===== src/sv/overlap_add_fft_size_chooser_core_defines.svh =====
// Assertion macros shared by the chooser RTL.
`ifndef OVERLAP_ADD_FFT_SIZE_CHOOSER_CORE_DEFINES_SVH
`define OVERLAP_ADD_FFT_SIZE_CHOOSER_CORE_DEFINES_SVH

// Checks that a condition implies a consequence in the same cycle.
`define OFSC_ASSERT_SAME(label, clk, rst_n, ante, cons, msg) \
    label: assert property (@(posedge clk) disable iff (!rst_n) (ante) |-> (cons)) \
        else $error(msg);

// Checks that a condition implies a consequence in the next cycle.
`define OFSC_ASSERT_NEXT(label, clk, rst_n, ante, cons, msg) \
    label: assert property (@(posedge clk) disable iff (!rst_n) (ante) |=> (cons)) \
        else $error(msg);

`endif


===== src/sv/ofsc_pkg.sv =====
package ofsc_pkg;

    // Field widths of the request and the result.
    localparam int LEN_W    = 24;
    localparam int BLK_W    = 25;
    localparam int STATUS_W = 2;

    // Candidate index, operation-count and cost widths.
    localparam int IDX_W    = 5;
    localparam int OPC_W    = 37;
    localparam int OPC_LO_W = 19;
    localparam int OPC_HI_W = OPC_W - OPC_LO_W;
    localparam int PROD_W   = BLK_W + OPC_LO_W;
    localparam int COST_W   = 62;
    localparam int DCNT_W   = 5;

    // Default parameter values.
    localparam int TABLE_ENTRIES_DEF = 21;
    localparam int LENGTH_BITS_DEF   = 24;

    // Status codes.
    localparam logic [STATUS_W-1:0] ST_OK           = 2'd0;
    localparam logic [STATUS_W-1:0] ST_BAD_FILTER   = 2'd1;
    localparam logic [STATUS_W-1:0] ST_SHORT_SIGNAL = 2'd2;

    // Divider request and result.
    typedef struct packed {
        logic             start;
        logic [LEN_W-1:0] dividend;
        logic [BLK_W-1:0] divisor;
    } div_req_t;

    typedef struct packed {
        logic             done;
        logic [LEN_W-1:0] quot;
        logic             rem_nz;
    } div_res_t;

    // Operation count of a transform of length 2^(idx+1), scaled by 100.
    function automatic logic [OPC_W-1:0] op_cost(input logic [IDX_W-1:0] idx);
        logic [OPC_W-1:0] val;
        begin
            case (idx)
                5'd0:    val = 37'd1800;
                5'd1:    val = 37'd5900;
                5'd2:    val = 37'd13800;
                5'd3:    val = 37'd30300;
                5'd4:    val = 37'd66000;
                5'd5:    val = 37'd144100;
                5'd6:    val = 37'd315000;
                5'd7:    val = 37'd687500;
                5'd8:    val = 37'd1495200;
                5'd9:    val = 37'd3237300;
                5'd10:   val = 37'd6976200;
                5'd11:   val = 37'd14964700;
                5'd12:   val = 37'd31964400;
                5'd13:   val = 37'd68010500;
                5'd14:   val = 37'd144197400;
                5'd15:   val = 37'd304761900;
                5'd16:   val = 37'd642273600;
                5'd17:   val = 37'd1350063700;
                5'd18:   val = 37'd2831178600;
                5'd19:   val = 37'd5924479100;
                5'd20:   val = 37'd12382161319;
                5'd21:   val = 37'd25878717156;
                5'd22:   val = 37'd54086518856;
                5'd23:   val = 37'd113040824409;
                default: val = '0;
            endcase
            return val;
        end
    endfunction

endpackage


===== src/sv/ofsc_div.sv =====
// Restoring divider, one quotient bit per cycle.
module ofsc_div (
    input  logic               clk,
    input  logic               rst_n,
    input  ofsc_pkg::div_req_t req,
    output ofsc_pkg::div_res_t res
);

    localparam int LW = ofsc_pkg::LEN_W;
    localparam int BW = ofsc_pkg::BLK_W;
    localparam int CW = ofsc_pkg::DCNT_W;

    logic          busy_reg, busy_next;
    logic          done_reg, done_next;
    logic [CW-1:0] cnt_reg, cnt_next;
    logic [BW-1:0] rem_reg, rem_next;
    logic [LW-1:0] quo_reg, quo_next;
    logic [BW-1:0] div_reg, div_next;
    logic [BW:0]   shifted;
    logic [BW:0]   diff;
    logic          take;

    // One step: shift in the next dividend bit and subtract when it fits.
    always_comb
    begin
        shifted   = {rem_reg, quo_reg[LW-1]};
        diff      = shifted - {1'b0, div_reg};
        take      = (shifted >= {1'b0, div_reg});
        busy_next = busy_reg;
        done_next = 1'b0;
        cnt_next  = cnt_reg;
        rem_next  = rem_reg;
        quo_next  = quo_reg;
        div_next  = div_reg;
        if (req.start)
        begin
            busy_next = 1'b1;
            cnt_next  = '0;
            rem_next  = '0;
            quo_next  = req.dividend;
            div_next  = req.divisor;
        end
        else if (busy_reg)
        begin
            rem_next = take ? diff[BW-1:0] : shifted[BW-1:0];
            quo_next = {quo_reg[LW-2:0], take};
            cnt_next = cnt_reg + 1'b1;
            if (cnt_reg == CW'(LW - 1))
            begin
                busy_next = 1'b0;
                done_next = 1'b1;
            end
        end
    end

    // Control state.
    always_ff @(posedge clk or negedge rst_n)
    begin
        if (!rst_n)
        begin
            busy_reg <= 1'b0;
            done_reg <= 1'b0;
            cnt_reg  <= '0;
        end
        else
        begin
            busy_reg <= busy_next;
            done_reg <= done_next;
            cnt_reg  <= cnt_next;
        end
    end

    // Datapath registers.
    always_ff @(posedge clk)
    begin
        rem_reg <= rem_next;
        quo_reg <= quo_next;
        div_reg <= div_next;
    end

    assign res.done   = done_reg;
    assign res.quot   = quo_reg;
    assign res.rem_nz = |rem_reg;

endmodule


===== src/sv/overlap_add_fft_size_chooser_core.sv =====
// Sequence: an error status goes straight from the request to the result register;
// otherwise each qualifying table length passes through the shared divider, a low
// and a high multiply and a compare, a skipped length only advances the scan, and
// when no length qualifies the next power of two of the signal length is searched.
// Throughput: one request at a time; a new one is taken once the result is queued.
// Reset: rst_n clears the sequencer and the result valid flag asynchronously.
`include "overlap_add_fft_size_chooser_core_defines.svh"

module overlap_add_fft_size_chooser_core #(
    parameter int TABLE_ENTRIES = ofsc_pkg::TABLE_ENTRIES_DEF,
    parameter int LENGTH_BITS   = ofsc_pkg::LENGTH_BITS_DEF
) (
    input  logic                          clk,
    input  logic                          rst_n,
    input  logic                          in_valid,
    output logic                          in_stall,
    input  logic [ofsc_pkg::LEN_W-1:0]    filter_length,
    input  logic [ofsc_pkg::LEN_W-1:0]    signal_length,
    output logic                          out_valid,
    input  logic                          out_stall,
    output logic [ofsc_pkg::BLK_W-1:0]    fft_size,
    output logic [ofsc_pkg::BLK_W-1:0]    block_size,
    output logic [ofsc_pkg::STATUS_W-1:0] status
);

    localparam int LW  = ofsc_pkg::LEN_W;
    localparam int BW  = ofsc_pkg::BLK_W;
    localparam int IW  = ofsc_pkg::IDX_W;
    localparam int CW  = ofsc_pkg::COST_W;
    localparam int PW  = ofsc_pkg::PROD_W;
    localparam int LOW = ofsc_pkg::OPC_LO_W;
    localparam int SW  = ofsc_pkg::STATUS_W;

    localparam logic [LW-1:0] LenMask =
        (LENGTH_BITS >= LW) ? {LW{1'b1}} : LW'((64'd1 << LENGTH_BITS) - 64'd1);

    // Sequencer states.
    localparam logic [2:0] S_IDLE  = 3'd0;
    localparam logic [2:0] S_SCAN  = 3'd1;
    localparam logic [2:0] S_DIV   = 3'd2;
    localparam logic [2:0] S_MULLO = 3'd3;
    localparam logic [2:0] S_MULHI = 3'd4;
    localparam logic [2:0] S_ACC   = 3'd5;
    localparam logic [2:0] S_POW   = 3'd6;
    localparam logic [2:0] S_FIN   = 3'd7;

    logic [2:0]    state_reg, state_next;
    logic          found_reg, found_next;
    logic          ovalid_reg, ovalid_next;

    logic [LW-1:0] nb_reg, nb_next;
    logic [LW-1:0] nx_reg, nx_next;
    logic [IW-1:0] idx_reg, idx_next;
    logic [BW-1:0] blk_reg, blk_next;
    logic [BW-1:0] blocks_reg, blocks_next;
    logic [CW-1:0] acc_reg, acc_next;
    logic [PW-1:0] part_reg, part_next;
    logic [CW-1:0] best_cost_reg, best_cost_next;
    logic [BW-1:0] best_len_reg, best_len_next;
    logic [BW-1:0] best_blk_reg, best_blk_next;
    logic [BW-1:0] pow_reg, pow_next;
    logic [BW-1:0] res_len_reg, res_len_next;
    logic [BW-1:0] res_blk_reg, res_blk_next;
    logic [SW-1:0] res_st_reg, res_st_next;
    logic [BW-1:0] fft_reg, fft_next;
    logic [BW-1:0] bsz_reg, bsz_next;
    logic [SW-1:0] st_reg, st_next;

    logic [LW-1:0]  nb_in;
    logic [LW-1:0]  nx_in;
    logic [BW-1:0]  len_cand;
    logic [BW-1:0]  blk_cand;
    logic           qualifies;
    logic [ofsc_pkg::OPC_W-1:0] opc;
    logic [LOW-1:0] mul_b;
    logic [PW-1:0]  product;
    logic [CW-1:0]  cost_sum;
    logic           in_take;
    logic           out_free;

    ofsc_pkg::div_req_t div_req;
    ofsc_pkg::div_res_t div_res;

    ofsc_div u_div (
        .clk   (clk),
        .rst_n (rst_n),
        .req   (div_req),
        .res   (div_res)
    );

    // Candidate length and its block length.
    assign nb_in     = filter_length & LenMask;
    assign nx_in     = signal_length & LenMask;
    assign len_cand  = BW'(2) << idx_reg;
    assign qualifies = (len_cand >= {1'b0, nb_reg});
    assign blk_cand  = len_cand - {1'b0, nb_reg} + BW'(1);

    // Shared multiplier: block count times one half of the operation count.
    assign opc      = ofsc_pkg::op_cost(idx_reg);
    assign mul_b    = (state_reg == S_MULHI) ? LOW'(opc[ofsc_pkg::OPC_W-1:LOW])
                                             : opc[LOW-1:0];
    assign product  = PW'(blocks_reg) * PW'(mul_b);
    assign cost_sum = acc_reg + (CW'(part_reg) << LOW);

    assign in_take  = in_valid && !in_stall;
    assign out_free = !ovalid_reg || !out_stall;

    // Divider start as a candidate qualifies.
    always_comb
    begin
        div_req.start    = (state_reg == S_SCAN) && (idx_reg != IW'(TABLE_ENTRIES))
                           && qualifies;
        div_req.dividend = nx_reg;
        div_req.divisor  = blk_cand;
    end

    // Sequencer.
    always_comb
    begin
        state_next     = state_reg;
        found_next     = found_reg;
        ovalid_next    = ovalid_reg;
        nb_next        = nb_reg;
        nx_next        = nx_reg;
        idx_next       = idx_reg;
        blk_next       = blk_reg;
        blocks_next    = blocks_reg;
        acc_next       = acc_reg;
        part_next      = part_reg;
        best_cost_next = best_cost_reg;
        best_len_next  = best_len_reg;
        best_blk_next  = best_blk_reg;
        pow_next       = pow_reg;
        res_len_next   = res_len_reg;
        res_blk_next   = res_blk_reg;
        res_st_next    = res_st_reg;
        fft_next       = fft_reg;
        bsz_next       = bsz_reg;
        st_next        = st_reg;

        if (ovalid_reg && !out_stall)
        begin
            ovalid_next = 1'b0;
        end

        unique case (state_reg)
            S_IDLE:
            begin
                if (in_take)
                begin
                    nb_next    = nb_in;
                    nx_next    = nx_in;
                    idx_next   = '0;
                    found_next = 1'b0;
                    res_len_next = '0;
                    res_blk_next = '0;
                    if (nb_in == '0)
                    begin
                        res_st_next = ofsc_pkg::ST_BAD_FILTER;
                        state_next  = S_FIN;
                    end
                    else if (nx_in <= nb_in)
                    begin
                        res_st_next = ofsc_pkg::ST_SHORT_SIGNAL;
                        state_next  = S_FIN;
                    end
                    else
                    begin
                        res_st_next = ofsc_pkg::ST_OK;
                        state_next  = S_SCAN;
                    end
                end
            end
            S_SCAN:
            begin
                if (idx_reg == IW'(TABLE_ENTRIES))
                begin
                    if (found_reg)
                    begin
                        res_len_next = best_len_reg;
                        res_blk_next = best_blk_reg;
                        state_next   = S_FIN;
                    end
                    else
                    begin
                        pow_next   = BW'(1);
                        state_next = S_POW;
                    end
                end
                else if (qualifies)
                begin
                    blk_next   = blk_cand;
                    state_next = S_DIV;
                end
                else
                begin
                    idx_next = idx_reg + 1'b1;
                end
            end
            S_DIV:
            begin
                if (div_res.done)
                begin
                    blocks_next = BW'(div_res.quot) + BW'(div_res.rem_nz);
                    state_next  = S_MULLO;
                end
            end
            S_MULLO:
            begin
                acc_next   = CW'(product);
                state_next = S_MULHI;
            end
            S_MULHI:
            begin
                part_next  = product;
                state_next = S_ACC;
            end
            S_ACC:
            begin
                // The earlier candidate keeps a tie.
                if (!found_reg || (cost_sum < best_cost_reg))
                begin
                    found_next     = 1'b1;
                    best_cost_next = cost_sum;
                    best_len_next  = len_cand;
                    best_blk_next  = blk_reg;
                end
                idx_next   = idx_reg + 1'b1;
                state_next = S_SCAN;
            end
            S_POW:
            begin
                if (pow_reg < BW'(nx_reg))
                begin
                    pow_next = pow_reg << 1;
                end
                else
                begin
                    res_len_next = pow_reg;
                    res_blk_next = pow_reg - BW'(nb_reg) + BW'(1);
                    state_next   = S_FIN;
                end
            end
            S_FIN:
            begin
                if (out_free)
                begin
                    fft_next    = res_len_reg;
                    bsz_next    = res_blk_reg;
                    st_next     = res_st_reg;
                    ovalid_next = 1'b1;
                    state_next  = S_IDLE;
                end
            end
            default:
            begin
                state_next = S_IDLE;
            end
        endcase
    end

    // Control state.
    always_ff @(posedge clk or negedge rst_n)
    begin
        if (!rst_n)
        begin
            state_reg  <= S_IDLE;
            found_reg  <= 1'b0;
            ovalid_reg <= 1'b0;
        end
        else
        begin
            state_reg  <= state_next;
            found_reg  <= found_next;
            ovalid_reg <= ovalid_next;
        end
    end

    // Datapath registers.
    always_ff @(posedge clk)
    begin
        nb_reg        <= nb_next;
        nx_reg        <= nx_next;
        idx_reg       <= idx_next;
        blk_reg       <= blk_next;
        blocks_reg    <= blocks_next;
        acc_reg       <= acc_next;
        part_reg      <= part_next;
        best_cost_reg <= best_cost_next;
        best_len_reg  <= best_len_next;
        best_blk_reg  <= best_blk_next;
        pow_reg       <= pow_next;
        res_len_reg   <= res_len_next;
        res_blk_reg   <= res_blk_next;
        res_st_reg    <= res_st_next;
        fft_reg       <= fft_next;
        bsz_reg       <= bsz_next;
        st_reg        <= st_next;
    end

    assign in_stall   = (state_reg != S_IDLE);
    assign out_valid  = ovalid_reg;
    assign fft_size   = fft_reg;
    assign block_size = bsz_reg;
    assign status     = st_reg;

    // Checks on the sequencer and the result.
    `OFSC_ASSERT_NEXT(a_busy_after_take, clk, rst_n, in_take,
        state_reg != S_IDLE, "request taken but sequencer stayed idle")
    `OFSC_ASSERT_SAME(a_error_zeroes, clk, rst_n, ovalid_reg && (st_reg != ofsc_pkg::ST_OK),
        (fft_reg == '0) && (bsz_reg == '0), "error result carries nonzero sizes")
    `OFSC_ASSERT_SAME(a_ok_pow2, clk, rst_n, ovalid_reg && (st_reg == ofsc_pkg::ST_OK),
        $onehot(fft_reg) && (bsz_reg != '0) && (bsz_reg <= fft_reg),
        "ok result has a bad transform or block size")

endmodule

===== config.mk =====
export PLATFORM = sky130hd
export DESIGN_NAME = overlap_add_fft_size_chooser_core
export DESIGN_NICKNAME = d
export VERILOG_FILES = /design/src/sv/ofsc_pkg.sv /design/src/sv/ofsc_div.sv /design/src/sv/overlap_add_fft_size_chooser_core.sv
export VERILOG_INCLUDE_DIRS = /design/src /design/src/sv
export SDC_FILE = /design/constraint.sdc
export NUM_CORES = 2
export LEC_CHECK = 0
export ABC_AREA = 1
export BUFFER_PORTS_ARGS = -buffer_cell sky130_fd_sc_hd__buf_2
export CAP_MARGIN = 20
export CORE_ASPECT_RATIO = 1.1
export CORE_MARGIN = 2
export CORE_UTILIZATION = 46
export CTS_CLUSTER_SIZE = 16
export DETAILED_ROUTE_END_ITERATION = 7
export PLACE_DENSITY = 0.69
export SETUP_SLACK_MARGIN = 0.3
export SYNTH_ARGS = -nofsm -noshare
export SYNTH_HDL_FRONTEND = slang
export SYNTH_SLANG_ARGS = --single-unit

===== constraint.sdc =====
create_clock -name clk -period 16.25 [get_ports clk]
set_input_delay 1.625 -clock clk [delete_from_list [all_inputs] [get_ports clk]]
set_output_delay 1.625 -clock clk [all_outputs]
set_load 0.05 [all_outputs]

# Word level (Yosys, flattened, before mapping)
# Memory sizes are Yosys's and may differ from the RTL's. A register that Yosys moved wholly into a read port is not among the register bits.
# Cells that the tools add are included.
[word_totals]
memories = 1
regBits = 517
input_bits = 52
word_cells = 142
romBits = 1184
[memory_table]
columns = ["memory", "words", "width", "rd", "rd_clocked_by_memory_dff", "wr", "line", "source"]
rows = [
  ["(name not given)", 32, 37, 1, 1, 0, "ofsc_pkg.sv:43", "case (idx)"],
]
[classes]
eq_ne = 22
order_cmp = 5
n_addsub = 9
n_reduce_logical = 29
n_mux = 47
n_shift = 1
n_mul = 1
bitwise = 1
[ops]
columns = ["cell", "count"]
rows = [
  ["25-bit two-way mux", 11],
  ["25-bit case mux with 3 select lines", 2],
  ["44-bit by 62-bit adder with 62-bit output", 1],
  ["62-bit less-than comparator", 1],
  ["25-bit by 1-bit adder with 25-bit output, second input constant", 2],
  ["25-bit case mux with 2 select lines", 1],
  ["25-bit by 24-bit subtractor with 25-bit output", 2],
  ["24-bit two-way mux", 2],
  ["25-bit by 19-bit multiplier with 44-bit output", 1],
  ["5-bit two-way mux", 6],
  ["26-bit by 25-bit >= comparator with 1-bit output", 1],
  ["24-bit by 1-bit adder with 25-bit output", 1],
  ["25-bit by 24-bit >= comparator with 1-bit output", 1],
  ["25-bit by 24-bit less-than comparator with 1-bit output", 1],
  ["25-bit OR reduction", 1],
  ["2-bit by 5-bit << shifter with 25-bit output, first input constant", 1],
  ["25-bit subtractor", 1],
  ["24-bit <= comparator", 1],
  ["24-bit logical NOT", 1],
  ["3-bit two-way mux", 8],
  ["3-bit case mux with 8 select lines", 1],
  ["19-bit two-way mux", 1],
  ["2-bit inequality test, second input constant", 9],
  ["5-bit case mux with 3 select lines", 1],
  ["22 further kinds", 57],
]

# Depth between registers and ports, before layout
[depth]
depth_word = 6
mapped_depth = 35
mapped_depth_nobuf = 31

# Hierarchy
# From an unflattened synthesis, not the netlist that was laid out.
[unflattened]
hier_cells = 5011
area_unflattened_um2 = 45220.9
[modules_own_cells]
columns = ["module", "cells_per_inst", "n_inst", "seq_area_each_um2", "area_per_inst_um2"]
rows = [
  ["overlap_add_fft_size_chooser_core", 4254, 1, 13778.2, 39889.5],
  ["ofsc_div", 757, 1, 2147.1, 5331.4],
]

# Worst setup path after synthesis
# Ideal clock, no wire load.
[synth_path]
path_type = "flip-flop to flip-flop"
startpoint = "register acc_reg[21]"
endpoint = "register best_blk_reg[0], enable pin"
setup_time_ns = 0.618
path_stages_with_launch = 20
setup_slack_ns = 7.406
arrival_time_ns = 8.226
path_cell_list = "edfxtp_1 > ha_1 > nand3_1 > nand2_1 > a21oi_1 > o21ai_0 > a21oi_1 > o21ai_0 > nand4_1 > xor2_1 > ha_1 > nand4_1 > inv_1 > nand2_1 > nor4_1 > nand2_1 > o21ai_0 > nor2_1 > nand2_1 > a21oi_1"
[synth_between]
elab_chain_len = 4
[synth_rtl]
columns = ["item", "line", "source"]
rows = [
  ["start, declared", "overlap_add_fft_size_chooser_core.sv:56", "logic [CW-1:0] acc_reg, acc_next;"],
  ["start signal, assigned", "overlap_add_fft_size_chooser_core.sv:287", "acc_reg <= acc_next;"],
  ["44-bit by 62-bit adder with 62-bit output", "overlap_add_fft_size_chooser_core.sv:103", "assign cost_sum = acc_reg + (CW'(part_reg) << LOW);"],
  ["named net cost_sum[58]", "overlap_add_fft_size_chooser_core.sv:77", "logic [CW-1:0] cost_sum;"],
  ["62-bit less-than comparator", "overlap_add_fft_size_chooser_core.sv:221", "if (!found_reg || (cost_sum < best_cost_reg))"],
  ["1-bit logical OR", "overlap_add_fft_size_chooser_core.sv:221", ""],
  ["2-bit AND reduction (no line)", "-", ""],
  ["end signal, assigned", "overlap_add_fft_size_chooser_core.sv:291", "best_blk_reg <= best_blk_next;"],
  ["end, declared", "overlap_add_fft_size_chooser_core.sv:60", "logic [BW-1:0] best_blk_reg, best_blk_next;"],
]
# The timed path passes the listed nets, and every way through them passes these cells.
# A chain may end at the register's enable or synchronous reset.

# Worst setup path after layout
[layout_path]
startpoint = "register state_reg[2]"
endpoint = "register part_reg[31] (data pin)"
[layout_between]
elab_chain_len = 3
[layout_rtl]
columns = ["item", "line", "source"]
rows = [
  ["start, declared", "overlap_add_fft_size_chooser_core.sv:47", "logic [2:0] state_reg, state_next;"],
  ["start signal, assigned", "overlap_add_fft_size_chooser_core.sv:273", "state_reg <= state_next;"],
  ["3-bit == test", "overlap_add_fft_size_chooser_core.sv:100", "assign mul_b = (state_reg == S_MULHI) ? LOW'(opc[ofsc_pkg::OPC_W-1:LOW])"],
  ["19-bit two-way mux", "overlap_add_fft_size_chooser_core.sv:100", ""],
  ["25-bit by 19-bit multiplier with 44-bit output", "overlap_add_fft_size_chooser_core.sv:102", "assign product = PW'(blocks_reg) * PW'(mul_b);"],
  ["named net product[31]", "overlap_add_fft_size_chooser_core.sv:76", "logic [PW-1:0] product;"],
  ["end signal, assigned", "overlap_add_fft_size_chooser_core.sv:288", "part_reg <= part_next;"],
  ["end, declared", "overlap_add_fft_size_chooser_core.sv:57", "logic [PW-1:0] part_reg, part_next;"],
]
# The timed path passes the listed nets, and every way through them passes these cells.

==> flow_metrics.env <==
export IMPL_rsz0062_at_grt="false"
export IMPL_clk_path_buf_depth=3
export IMPL_h_tree_depth=2
export IMPL_drtIter0Drc=2779
export IMPL_final_core_util_pct=50.40
export IMPL_diodes=0
export IMPL_critPathSlowestCell="o21ai_0"
export IMPL_grt_ovfl_total=0
export IMPL_fmax_mhz=111.7
export IMPL_syn_nets=5767
export IMPL_design_core_area_sq_um=96990
export IMPL_postCtsResizedCells=0
export IMPL_r2r_start="state_reg[2]"
export IMPL_synth_ff_type="edfxtp_1"
export IMPL_clock_root_buffer="clkbuf_16"
export IMPL_io_buffers=105
export IMPL_cp_data_required_time_ns=16.63
export IMPL_die_h_um=331.5
export IMPL_drv_cap=0
export IMPL_critPathCapture="part_reg[31]"
export IMPL_drc=0
export IMPL_clkLatencyLatePin_ns=0.64
export IMPL_cpPeakStageDelay_ns=0.83
export IMPL_synth_seq_cells=553
export IMPL_n_fill_cell=9023
export IMPL_fin_setup_tns_ns=0
export IMPL_grt_pass1_wl_um=195800
export IMPL_timing_final_crit_share_pct=55.07
export IMPL_path_delay_family="adder cells"
export IMPL_status="finished, final reports clean"
export IMPL_fp_dieW_um=301.8
export IMPL_ys_async_sr_fraction_pct=2.170
export IMPL_synth_top_cell_area_share_pct=32.06
export IMPL_rrSetupSlack_ns=7.30
export IMPL_clock_sinks=553
export IMPL_whs_ns=0.4062
export IMPL_synth_area_leaders="edfxtp_1 (32%), fa_1 (18%), ha_1 (11%)"
export IMPL_r2r_end="part_reg[31]"
export IMPL_largest_reg_flops=62
export IMPL_postCtsHoldBufs=0
export IMPL_yosys_area_top_type="edfxtp_1"
export IMPL_crit_start="state_reg[2]"
export IMPL_relSlewSlack_pct=29.81
export IMPL_fin_crit_ns=8.949
export IMPL_synth_cell_types=56
export IMPL_critPathLaunchType="flip-flop"
export IMPL_grt_use_total_pct=25.68
export IMPL_skew_ns=0.04987
export IMPL_r2r_cells=28
export IMPL_syn_inst=4908
export IMPL_place_inst=6232
export IMPL_setup_violations_final=0
export IMPL_fin_nets=5872
export IMPL_first_global_vias=34294
export IMPL_vias_per_cell=5.347
export IMPL_slew_viol_final=0
export IMPL_cts_tree="done"
export IMPL_area_growth_pct=8.975
export IMPL_die_area_sq_um=100000
export IMPL_antenna_found_initial=2
export IMPL_ys_warn_count=0
export IMPL_path_buf_inv=9
export IMPL_rows=120
export IMPL_yosysSeqAreaShare_pct=35.50
export IMPL_io_pins=106
export IMPL_routed_wl_um=128400
export IMPL_vias=33909
export IMPL_postCtsSetupRepairBufs=0
export IMPL_arrival_ns=9.33
export IMPL_cts_made_buffers=58
export IMPL_detailed_place_hpwl_um=103900
export IMPL_stdcell_count=6342
export IMPL_syn_cell_area_sq_um=44860
export IMPL_synth_edf_count=479
export IMPL_worstSetupPathType="flip-flop to flip-flop"
export IMPL_path_max_fanout=62
export IMPL_drt_pass1_iter_count=6
export IMPL_grt_max_degree=66
export IMPL_hold_path_class="flip-flop to flip-flop"
export IMPL_gp_congestion=1.004
export IMPL_post_drt_wl_per_cell_um=20.25
export IMPL_synth_area_per_cell_sq_um=9.140
export IMPL_final_hold_violation_count=0
export IMPL_clk_pin_slew_ns=0.07
export IMPL_cp_depth=28
export IMPL_drive_above_1_share_pct=6.106
export IMPL_worst_pin_slew_ns=1.043
export IMPL_ant_nets=0
export IMPL_start_util_pct=46.25
export IMPL_setup_worst_path_end_class="flip-flop"
[worst min-delay path by stage]
stage                            endpoint  slack, ns  cells after the start       startpoint
final                     best_blk_reg[8]       0.41                      0       blk_reg[8]
after global routing      best_blk_reg[8]       0.41                      0       blk_reg[8]
after CTS                 best_blk_reg[8]       0.41                      0       blk_reg[8]
after global placement      block_size[5]       0.40                      0   res_blk_reg[5]
after floorplan           best_blk_reg[0]       0.40                      0       blk_reg[0]
after detailed placement   block_size[13]       0.40                      0  res_blk_reg[13]
[final cells by class]
| cell class | instances | area (sq um) | share of cell area [%] |
|---|---|---|---|
| Multi-Input combinational cell | 3210 | 24640 | 50.39 |
| Sequential cell | 553 | 15930 | 32.58 |
| Inverter | 1043 | 3920 | 8.019 |
| Tap cell | 1281 | 1603 | 3.279 |
| Clock buffer | 73 | 1528 | 3.125 |
| Timing Repair Buffer | 147 | 860.8 | 1.761 |
| Clock inverter | 35 | 414.1 | 0.8472 |
[layout by cell type (no fill, tap or decap), drive strengths merged, types with 41 or more instances in the layout]
master,n
a21oi,229
nand2,881
xor2,106
dfxtp,62
nand3,137
o21ai,216
clkbuf,74
edfxtp,479
ha,403
nand4,42
inv,1030
nor3,46
fa,404
buf,146
nor2,522
xnor2,41
[synthesized netlist by cell type, drive strengths merged (5+ instances only)]
cell type  number
o2111ai         5
o22ai           5
or2            22
a221oi          5
xnor2          41
dfxtp          62
nor2          522
o211ai         18
buf            39
a31oi          20
o21a           12
dfrtp          12
fa            404
inv          1028
xor2          106
o21bai         22
o221ai          6
a21o           23
nor3           46
nor4           20
nand3         137
o21ai         216
clkbuf         63
edfxtp        479
nand4          42
nand2         881
clkinv         15
a21oi         229
ha            403
a21boi          6
[per-layer routing]
| metal | vias to the layer above | global-route usage, % | wire, um |
|---|---|---|---|
| met2 | 1377 | 43.04 | 61450 |
| met3 | 322 | 3.838 | 9879 |
| met5 | - | 0 | 11 |
| met4 | 2 | 11.74 | 6693 |
| li1 | 15797 | - | - |
| met1 | 16411 | 32.72 | 50390 |
[cell families after synthesis]
logic type | share of synthesized area [%]
adder cells (fa/ha/maj) | 29.27
AO/OA/AOI/OAI | 7.246
flip-flops | 35.50
XOR/XNOR | 2.870
buffers and inverters | 9.742
AND/OR/NAND/NOR | 15.37
[through the flow]
stage          setup slack (ns)  area [sq um]
3_5_place_dp              7.399         46910
4_1_cts                   7.419         48850
6_report                  7.301         48890
5_1_grt                   6.542         48890
2_1_floorplan             7.406         44860
3_3_place_gp              7.435         46910
Power is left out: the tool's default activity adds up to more than one toggle a clock period on the data nets, which glitch-free logic cannot reach.
